### config.mk
export PLATFORM = sky130hd
export DESIGN_NAME = two_stacks_shared_array
export DESIGN_NICKNAME = d
export VERILOG_FILES = /design/src/hw/rtl/tssa_pkg.sv /design/src/hw/rtl/tssa_datapath.sv /design/src/hw/rtl/tssa_ctrl.sv /design/src/hw/rtl/two_stacks_shared_array.sv
export VERILOG_INCLUDE_DIRS = /design/src /design/src/hw/rtl
export SDC_FILE = /design/constraint.sdc
export NUM_CORES = 1
export LEC_CHECK = 0
export BUFFER_PORTS_ARGS = -buffer_cell sky130_fd_sc_hd__buf_4
export CAP_MARGIN = 0
export CORE_ASPECT_RATIO = 0.5
export CORE_UTILIZATION = 60
export CTS_BUF_LIST = sky130_fd_sc_hd__clkbuf_8
export DETAILED_ROUTE_END_ITERATION = 8
export GPL_TIMING_DRIVEN = 0
export MAX_ROUTING_LAYER = met4
export PLACE_DENSITY = 0.77
export SYNTH_ARGS = -nofsm -noshare
export SYNTH_HDL_FRONTEND = slang
export SYNTH_SLANG_ARGS = --single-unit
### constraint.sdc
create_clock -name clk_i -period 6.7 [get_ports clk_i]
set_input_delay 1.34 -clock clk_i [delete_from_list [all_inputs] [get_ports clk_i]]
set_output_delay 1.34 -clock clk_i [all_outputs]
set_load 0.02 [all_outputs]
### src/hw/rtl/two_stacks_shared_array_macros.svh
// ----------------------------------------------------------------------------
// Two stacks shared array: assertion macros
// Concurrent check helpers clocked on clk_i with reset rst_ni.
// ----------------------------------------------------------------------------
`ifndef TWO_STACKS_SHARED_ARRAY_MACROS_SVH
`define TWO_STACKS_SHARED_ARRAY_MACROS_SVH

// Assert a property on every rising clock edge outside reset.
`define TSSA_CHECK(lbl, prop) \
  lbl: assert property (@(posedge clk_i) disable iff (!rst_ni) (prop)) \
    else $error("tssa check failed");

// Assert that a condition never holds outside reset.
`define TSSA_NEVER(lbl, cond) \
  lbl: assert property (@(posedge clk_i) disable iff (!rst_ni) !(cond)) \
    else $error("tssa forbidden condition seen");

`endif

### src/hw/rtl/tssa_pkg.sv
// ----------------------------------------------------------------------------
// Two stacks shared array: package
// Word types, operation and status codes, controller states and commands.
// ----------------------------------------------------------------------------
package tssa_pkg;

  localparam int unsigned WORD_W    = 32;
  localparam int unsigned DEPTH_DEF = 16;

  typedef enum logic [1:0] {
    KIND_PUSH_A = 2'd0,
    KIND_PUSH_B = 2'd1,
    KIND_POP_A  = 2'd2,
    KIND_POP_B  = 2'd3
  } kind_e;

  typedef enum logic [1:0] {
    STAT_OK        = 2'd0,
    STAT_OVERFLOW  = 2'd1,
    STAT_UNDERFLOW = 2'd2
  } status_e;

  typedef enum logic [1:0] {
    ST_IDLE = 2'd0,
    ST_EXEC = 2'd1,
    ST_RESP = 2'd2
  } state_e;

  typedef struct packed {
    logic [1:0]               kind;
    logic signed [WORD_W-1:0] value_in;
  } in_word_t;

  typedef struct packed {
    logic signed [WORD_W-1:0] value_out;
    logic [1:0]               status;
  } out_word_t;

  // Controller to datapath
  typedef struct packed {
    logic load;
    logic exec;
  } cmd_t;

endpackage

### src/hw/rtl/tssa_datapath.sv
// ----------------------------------------------------------------------------
// Two stacks shared array: datapath
// Holds the shared word store, both stack counts and the result register.
// ----------------------------------------------------------------------------
module tssa_datapath import tssa_pkg::*; #(
  parameter int unsigned DEPTH = DEPTH_DEF
) (
  input  logic      clk_i,
  input  logic      rst_ni,
  input  cmd_t      cmd_i,
  input  in_word_t  in_data_i,
  output out_word_t out_data_o
);

  localparam int unsigned AW = $clog2(DEPTH);
  localparam int unsigned CW = $clog2(DEPTH + 1);

  logic [WORD_W-1:0] mem [DEPTH];

  logic [1:0]        kind_q;
  logic [WORD_W-1:0] value_q;
  logic [CW-1:0]     cnt_a_q, cnt_a_d;
  logic [CW-1:0]     cnt_b_q, cnt_b_d;
  logic [WORD_W-1:0] rdata_q;
  logic [1:0]        status_q, status_d;

  logic              full;
  logic              wr_en, rd_en;
  logic [CW-1:0]     addr_full;
  logic [AW-1:0]     addr;

  assign full = ({1'b0, cnt_a_q} + {1'b0, cnt_b_q}) >= (CW+1)'(DEPTH);

  always_comb begin
    cnt_a_d   = cnt_a_q;
    cnt_b_d   = cnt_b_q;
    status_d  = STAT_OK;
    wr_en     = 1'b0;
    rd_en     = 1'b0;
    addr_full = '0;
    unique case (kind_e'(kind_q))
      KIND_PUSH_A: begin
        addr_full = cnt_a_q;
        if (full) begin
          status_d = STAT_OVERFLOW;
        end else begin
          wr_en   = 1'b1;
          cnt_a_d = cnt_a_q + CW'(1);
        end
      end
      KIND_PUSH_B: begin
        addr_full = CW'(DEPTH - 1) - cnt_b_q;
        if (full) begin
          status_d = STAT_OVERFLOW;
        end else begin
          wr_en   = 1'b1;
          cnt_b_d = cnt_b_q + CW'(1);
        end
      end
      KIND_POP_A: begin
        addr_full = cnt_a_q - CW'(1);
        if (cnt_a_q == '0) begin
          status_d = STAT_UNDERFLOW;
        end else begin
          rd_en   = 1'b1;
          cnt_a_d = cnt_a_q - CW'(1);
        end
      end
      KIND_POP_B: begin
        addr_full = CW'(DEPTH) - cnt_b_q;
        if (cnt_b_q == '0) begin
          status_d = STAT_UNDERFLOW;
        end else begin
          rd_en   = 1'b1;
          cnt_b_d = cnt_b_q - CW'(1);
        end
      end
      default: status_d = STAT_OK;
    endcase
  end

  assign addr = addr_full[AW-1:0];

  always_ff @(posedge clk_i or negedge rst_ni) begin
    if (!rst_ni) begin
      cnt_a_q <= '0;
      cnt_b_q <= '0;
    end else if (cmd_i.exec) begin
      cnt_a_q <= cnt_a_d;
      cnt_b_q <= cnt_b_d;
    end
  end

  // Latch the accepted word
  always_ff @(posedge clk_i) begin
    if (cmd_i.load) begin
      kind_q  <= in_data_i.kind;
      value_q <= in_data_i.value_in;
    end
  end

  always_ff @(posedge clk_i) begin
    if (cmd_i.exec && wr_en) begin
      mem[addr] <= value_q;
    end
  end

  // Zero for pushes and refused pops
  always_ff @(posedge clk_i) begin
    if (cmd_i.exec) begin
      rdata_q  <= rd_en ? mem[addr] : '0;
      status_q <= status_d;
    end
  end

  assign out_data_o.value_out = rdata_q;
  assign out_data_o.status    = status_q;

endmodule

### src/hw/rtl/tssa_ctrl.sv
// ----------------------------------------------------------------------------
// Two stacks shared array: controller
// Sequences accept, execute and respond for one word at a time.
// ----------------------------------------------------------------------------
module tssa_ctrl import tssa_pkg::*; (
  input  logic clk_i,
  input  logic rst_ni,
  input  logic in_valid_i,
  output logic in_stall_o,
  output logic out_valid_o,
  input  logic out_stall_i,
  output cmd_t cmd_o
);

  state_e state_q, state_d;

  always_ff @(posedge clk_i or negedge rst_ni) begin
    if (!rst_ni) begin
      state_q <= ST_IDLE;
    end else begin
      state_q <= state_d;
    end
  end

  always_comb begin
    state_d = state_q;
    unique case (state_q)
      ST_IDLE: begin
        if (in_valid_i) state_d = ST_EXEC;
      end
      ST_EXEC: state_d = ST_RESP;
      ST_RESP: begin
        if (!out_stall_i) state_d = in_valid_i ? ST_EXEC : ST_IDLE;
      end
      default: state_d = ST_IDLE;
    endcase
  end

  always_comb begin
    in_stall_o  = 1'b1;
    out_valid_o = 1'b0;
    unique case (state_q)
      ST_IDLE: in_stall_o = 1'b0;
      ST_EXEC: in_stall_o = 1'b1;
      ST_RESP: begin
        out_valid_o = 1'b1;
        // take the next word as the result leaves
        in_stall_o  = out_stall_i;
      end
      default: in_stall_o = 1'b1;
    endcase
    cmd_o.load = in_valid_i && !in_stall_o;
    cmd_o.exec = (state_q == ST_EXEC);
  end

endmodule

### src/hw/rtl/two_stacks_shared_array.sv
// ----------------------------------------------------------------------------
// Two stacks shared array: top level
// Stack A grows up from entry 0, stack B grows down from entry DEPTH-1,
// both in one store of DEPTH words.
// ----------------------------------------------------------------------------
// Usage:
//   Input channel in_valid_i / in_stall_o carries one word: kind (push A,
//   push B, pop A, pop B) and value_in. Output channel out_valid_o /
//   out_stall_i returns one word per input: value_out and status (ok,
//   overflow on push into a full store, underflow on pop from an empty stack).
//   An accepted input word is latched, executed in the execute state and
//   its result registered; the result is offered in the response state.
//   The block takes no new word until the pending result leaves;
//   the single store read and write port is used in the execute state, then
//   the registered read data is presented.
//   A new input word is taken in the same cycle the pending result leaves.
//   While the receiver stalls, the result holds and no new word is taken.
//   Reset empties both stacks; the store contents are not cleared and no
//   pop can reach an entry that was never pushed.
// ----------------------------------------------------------------------------
module two_stacks_shared_array import tssa_pkg::*; #(
  parameter int unsigned DEPTH = DEPTH_DEF
) (
  input  logic      clk_i,
  input  logic      rst_ni,
  input  logic      in_valid_i,
  output logic      in_stall_o,
  input  in_word_t  in_data_i,
  output logic      out_valid_o,
  input  logic      out_stall_i,
  output out_word_t out_data_o
);

  cmd_t cmd;

  tssa_ctrl u_ctrl (
    .clk_i       (clk_i),
    .rst_ni      (rst_ni),
    .in_valid_i  (in_valid_i),
    .in_stall_o  (in_stall_o),
    .out_valid_o (out_valid_o),
    .out_stall_i (out_stall_i),
    .cmd_o       (cmd)
  );

  tssa_datapath #(
    .DEPTH (DEPTH)
  ) u_datapath (
    .clk_i      (clk_i),
    .rst_ni     (rst_ni),
    .cmd_i      (cmd),
    .in_data_i  (in_data_i),
    .out_data_o (out_data_o)
  );

  logic res_refused;
  logic status_known;

  assign res_refused  = out_valid_o && (out_data_o.status != STAT_OK);
  assign status_known = (out_data_o.status == STAT_OK) ||
                        (out_data_o.status == STAT_OVERFLOW) ||
                        (out_data_o.status == STAT_UNDERFLOW);

`include "two_stacks_shared_array_macros.svh"

  `TSSA_CHECK(a_accept_then_busy, (in_valid_i && !in_stall_o) |=> !out_valid_o)
  `TSSA_CHECK(a_refused_zero, res_refused |-> (out_data_o.value_out == '0))
  `TSSA_CHECK(a_status_code, out_valid_o |-> status_known)
  `TSSA_NEVER(a_no_take_while_held, !in_stall_o && out_valid_o && out_stall_i)

endmodule
Word level (Yosys, flattened, before mapping)

Memory sizes are Yosys's and may differ from the RTL's. A register that Yosys moved wholly into a read port is not among the register bits.
Cells that the tools add are included.

Bits in registers: 48
RAM bits: 512
Memories kept: 1

Add/sub/neg operators: 7
Order comparisons: 1
Equal/unequal tests: 11
Multiplexer cells: 24
Reductions and logical operators: 14

Memories:

| name           | depth | width | read ports | clocked after memory_dff | wr ports | line                | text |
|---|---|---|---|---|---|---|---|
| u_datapath.mem | 16    | 32    | 1          | 1                        | 1        | tssa_datapath.sv:18 | `logic [WORD_W-1:0] mem [DEPTH];` |

Operator list:

| cell                                                                                 | number |
|---|---|
| 5-bit 2-to-1 mux                                                                     | 4 |
| 5-bit case mux with 2 select lines                                                   | 2 |
| 4-bit case mux with 4 select lines                                                   | 1 |
| 2-bit != test (second input constant)                                                | 6 |
| 2-bit case mux with 3 select lines                                                   | 2 |
| 5-bit by 1-bit adder with 5-bit output (second input constant)                       | 2 |
| 5-bit zero test                                                                      | 2 |
| 5-bit by 1-bit subtractor with 5-bit output (second input constant)                  | 2 |
| 1-bit 2-to-1 mux                                                                     | 9 |
| 2-bit 2-to-1 mux                                                                     | 4 |
| 4-bit AND reduction                                                                  | 2 |
| 5-bit by 5-bit adder with 6-bit output                                               | 1 |
| 2-bit equality test (second input constant)                                          | 3 |
| 6-bit by 5-bit greater-or-equal comparator with 1-bit output (second input constant) | 1 |
| 2-bit by 1-bit equality test with 1-bit output (second input constant)               | 2 |
| 2-bit zero test                                                                      | 2 |
| 1-bit case mux with 2 select lines                                                   | 2 |
| 2-bit nonzero test                                                                   | 2 |
| 1-bit by 4-bit subtractor with 4-bit output (first input constant)                   | 1 |
| 4-bit subtractor (first input constant)                                              | 1 |
| 1-bit logical AND                                                                    | 2 |
| 1-bit zero test                                                                      | 2 |
| 2-bit AND reduction                                                                  | 1 |
| 2-bit OR reduction                                                                   | 1 |

Depth between registers and ports, before layout

Word-level depth: 7
Gate-level depth with buffers: 12
Gate-level depth less buffers: 8

Cells and area by module

From an unflattened synthesis, not the netlist that was laid out.

Cell total of the unflattened synthesis: 2960
Area, all modules: 31461.4 sq um

Modules (own cells, without submodules):

| module        | instances | cells each | area an instance (sq um) | sequential area each (sq um) |
|---|---|---|---|---|
| tssa_datapath | 1         | 2949       | 31353.8                  | 17666.9 |
| tssa_ctrl     | 1         | 11         | 107.6                    | 50.0 |

Least setup slack after synthesis

OpenSTA, ideal clock, no wires.

Kind: register to register
Start: reg u_ctrl.state_q[1]
End: mem u_datapath.mem[0][0] (enable)
Setup time: 0.421 ns
Data arrival time: 3.993 ns
Setup slack: 2.286 ns
Cell stages (with the launch flop): 5
Path buffers: 0
Clock period less this slack: 4.414 ns
Path through: dfrtp_1 > nor2b_1 > and4b_1 > nand2_1 > nor2_1

Cells in the longest elaborated chain, start to end: 4

RTL lines:

| item                                           | line                 | text |
|---|---|---|
| start: declaration                             | tssa_ctrl.sv:15      | `state_e state_q, state_d;` |
| start signal: assignment                       | tssa_ctrl.sv:21      | `state_q <= state_d;` |
| 2-bit by 1-bit equality test with 1-bit output | tssa_ctrl.sv:53      | `cmd_o.exec = (state_q == ST_EXEC);` |
| 1-bit logical AND                              | tssa_datapath.sv:103 | `if (cmd_i.exec && wr_en) begin` |
| 1-bit 2-to-1 mux                               | tssa_datapath.sv:103 |  |
| 1-bit 2-to-1 mux (implied by the code)         | tssa_datapath.sv:104 | `mem[addr] <= value_q;` |
| end: declaration                               | tssa_datapath.sv:18  |  |

Every way passes these cells.

Final worst setup path

Start: reg u_datapath.kind_q[0]
End: mem u_datapath.mem[5][14] (enable)

Cells in the longest elaborated chain, start to end: 6
Elaborated cells on any way between the ends: 10

RTL lines:

| item                                                                                     | line                 | text |
|---|---|---|
| start: declaration                                                                       | tssa_datapath.sv:20  | `logic [1:0] kind_q;` |
| start signal: assignment                                                                 | tssa_datapath.sv:97  | `kind_q <= in_data_i.kind;` |
| 2-bit by 1-bit equality test with 1-bit output / 2-bit zero test (equally long branches) | tssa_datapath.sv:41  | `unique case (kind_e'(kind_q))` |
| 2-bit OR reduction (no source line)                                                      | --                   |  |
| 1-bit 2-to-1 mux                                                                         | --                   |  |
| 1-bit logical AND                                                                        | tssa_datapath.sv:103 |  |
| 1-bit 2-to-1 mux                                                                         | tssa_datapath.sv:103 |  |
| 1-bit 2-to-1 mux (implied by the code)                                                   | tssa_datapath.sv:104 |  |

Several ways; a longest one is shown, not always the timed one.

==> flow_metrics.tcl <==
set metrics [dict create \
    status "finished, violations left" \
    violations "DRC" \
    cts_tree "built" \
    hold_buffers 0 \
    drtIter0Drc 2174 \
    antenna_found_initial 1 \
    first_pass_iters 8 \
    cp_slowest_cell "nor2_4" \
    grt_overflow_total 0 \
    crit_arrival_ps 4290 \
    wl_um 64490 \
    place_congestion 0.8785 \
    peakVddDrop_uv 216.8 \
    synth.area.top_cells "edfxtp_1 71%, mux2i_1 6.5%, nand2_1 3.2%, mux4_2 2.7%, a32oi_1 2.3%" \
    leakagePower_nw 9.480 \
    drv_slew 0 \
    grt_usage_pct 32.42 \
    postSynthCellCount 1507 \
    wl_per_cell_um 28.45 \
    fin_crit_sh_pct 59.09 \
    worstSetupStartpoint "u_datapath.kind_q[0]" \
    ys_ff_latch 592 \
    htree_levels 3 \
    finClkSkew_ps 32.36 \
    layout.nets 1729 \
    vias 15350 \
    yosysMostFrequentCell "edfxtp_1" \
    drive_above_1_share_pct 17.40 \
    ff2ff_setup_slack_ps 2740 \
    synth_top_area_cell "edfxtp_1" \
    finalSetupViolCount 0 \
    reg2reg_from "u_datapath.kind_q[0]" \
    num_rows 51 \
    post-route-worst-setup-slack_ps 2741 \
    ys_warn_count 0 \
    area.growth.synth_to_final_pct 12.74 \
    drc 8 \
    seq_area_frac_synth_pct 72.39 \
    path_class "reg -> reg" \
    fin_tns_setup_ps 0 \
    path_clk_slew_ps 70 \
    synth_area_mm2 0.02448 \
    worst_path_largest_cell_delay_ps 770 \
    port_buffers 73 \
    clock_latency_ps 650 \
    drt-vias-per-instance 6.772 \
    grt_max_degree 26 \
    post-cts-setup-buffers 0 \
    final_hold_viol_count 0 \
    dp_slack_ps 2851 \
    ant_nets 0 \
    post-place-cells 2128 \
    r2r-end "u_datapath.mem[5][14]" \
    ys_types 59 \
    grt_pass1_wl_um 94250 \
    cp_data_required_time_ps 7030 \
    rsz0062_at_grt "no" \
    fmax_ghz 0.2526 \
    critPathMostFrequentCell "clkbuf_1" \
    fin_crit_ps 3959 \
    cp_max_fo 18 \
    powerDensity_mw_per_mm2 402.7 \
    synth_edf_count 580 \
    die_area_mm2 0.04165 \
    final_area_mm2 0.02760 \
    cts_buffers 79 \
    cp-start-kind "flip-flop" \
    ioPinCount 74 \
    slew_headroom_pct 22.11 \
    synth.avg_cell_area_um2 16.24 \
    maxCapViolCount 0 \
    root_buffer "clkbuf_8" \
    cts_resized 0 \
    path_cells "buf_4 > nor2_1 > a21o_1 > clkbuf_1 > clkbuf_1 > nand2_1 > nor2_4 > buf_16" \
    worstMarginPinSlew_ps 1164 \
    die_h_um 144.8 \
    placed_cell_area_mm2 0.02623 \
    async_flop_share_pct 2.027 \
    rr_worst_depth 8 \
    critPathCapture "u_datapath.mem[5][14]" \
    grt_pass1_vias 15430 \
    synthFlopType "edfxtp_1" \
    start_util_pct 61.87 \
    dp_hpwl_um 41680 \
    clock_sinks 592 \
    synth_top_area_share_pct 71.16 \
    hold_path_class "reg -> reg" \
    core_area_mm2 0.03956 \
    cts.path.max_buffers 3 \
    end_kind "flip-flop" \
    die_w_um 287.6 \
    fillCellCount 2528 \
    syn_nets 1557 \
    layout.cells.non_filler 2267 \
    ys_top_cells_by_count "580 x edfxtp_1, 210 x nand2_1, 159 x mux2i_1" \
]
-- state kept, by name (all words and copies together) (netlist names) --
| name | flops |
|---|---|
| u_datapath.cnt_a_q | 5 |
| u_datapath.rdata_q | 32 |
| u_datapath.kind_q | 2 |
| u_datapath.status_q | 2 |
| u_datapath.mem | 512 |
| u_ctrl.state_q | 2 |
| u_datapath.value_q | 32 |
| u_datapath.cnt_b_q | 5 |
-- layout make-up --
| cell class | instances | area [um2] | area share (%) |
|---|---|---|---|
| Antenna cell | 1 | 2.502 | 0.009068 |
| Buffer | 104 | 598.1 | 2.167 |
| Clock buffer | 80 | 1101 | 3.990 |
| Clock inverter | 58 | 264.0 | 0.9567 |
| Inverter | 6 | 22.52 | 0.08161 |
| Multi-Input combinational cell | 805 | 6274 | 22.73 |
| Sequential cell | 592 | 17720 | 64.20 |
| Tap cell | 530 | 663.1 | 2.403 |
| Timing Repair Buffer | 91 | 953.4 | 3.455 |
-- through the flow --
| stage | power, mW | hold WS (ps) | utilization [%] |
|---|---|---|---|
| final | 11.11 | 521.4 | 69.75 |
| after global routing | 11.49 | 527.1 | 69.75 |
| after global placement | 8.439 | 518.4 | 64.93 |
| after floorplan | 7.207 | 467.4 | - |
| after detailed placement | 8.627 | 518.9 | 66.29 |
| after CTS | 11.05 | 507.9 | 69.74 |
-- metal layers --
metal	share of wire [%]	vias to the layer above	routed length, um	GRT usage [%]
met5	0	-	0	-
met4	3.0	0	1931	12.09
met3	13	170	8087	8.150
met2	44	1102	28530	47.12
met1	40	7699	25940	44.63
li1	-	6381	-	-
-- cell usage in the layout (no fill, tap or decap), types with 34 or more instances in the layout --
| master | count |
|---|---|
| edfxtp_1 | 580 |
| buf_2 | 37 |
| nand2_1 | 210 |
| nand4_1 | 34 |
| mux2i_1 | 159 |
| clkbuf_1 | 36 |
| clkbuf_8 | 80 |
| nand3_1 | 67 |
| buf_4 | 85 |
| a32oi_1 | 63 |
| inv_1 | 36 |
-- worst max-delay path, delay by kind of cell (launching register included) --
kind,cells,cell delay (ps)
AO/OA/AOI/OAI,1,280
buffers and inverters,4,1580
flip-flops,1,410
AND/OR/NAND/NOR,3,1360
-- cell families after synthesis --
family          share of synthesized area [%]
simple gates                            6.814
flops                                   72.39
mux                                     9.651
fa+ha+maj                              0.6441
compound gates                          7.540
buf+inv                                 2.536
xor+xnor                               0.4294
-- how the worst min path moves through the flow --
stage,cells past startpoint,from,to,slack (ps)
after floorplan,1,u_datapath.cnt_a_q[4],u_datapath.cnt_a_q[4],470
final,1,u_datapath.cnt_b_q[4],u_datapath.cnt_b_q[4],520
after global routing,1,rst_ni,u_ctrl.state_q[1],530
after detailed placement,1,u_datapath.cnt_b_q[4],u_datapath.cnt_b_q[4],520
after CTS,1,rst_ni,u_datapath.cnt_b_q[3],510
after global placement,1,u_datapath.cnt_a_q[4],u_datapath.cnt_a_q[4],520
-- report_power, final --
part	total (mW)	switching, mW	internal (mW)
registers	4.46	0.155	4.31
clock network	2.47	1.32	1.15
logic	4.18	2.65	1.53
total	11.1	4.13	6.99
(Power assumes the default switching activity.)
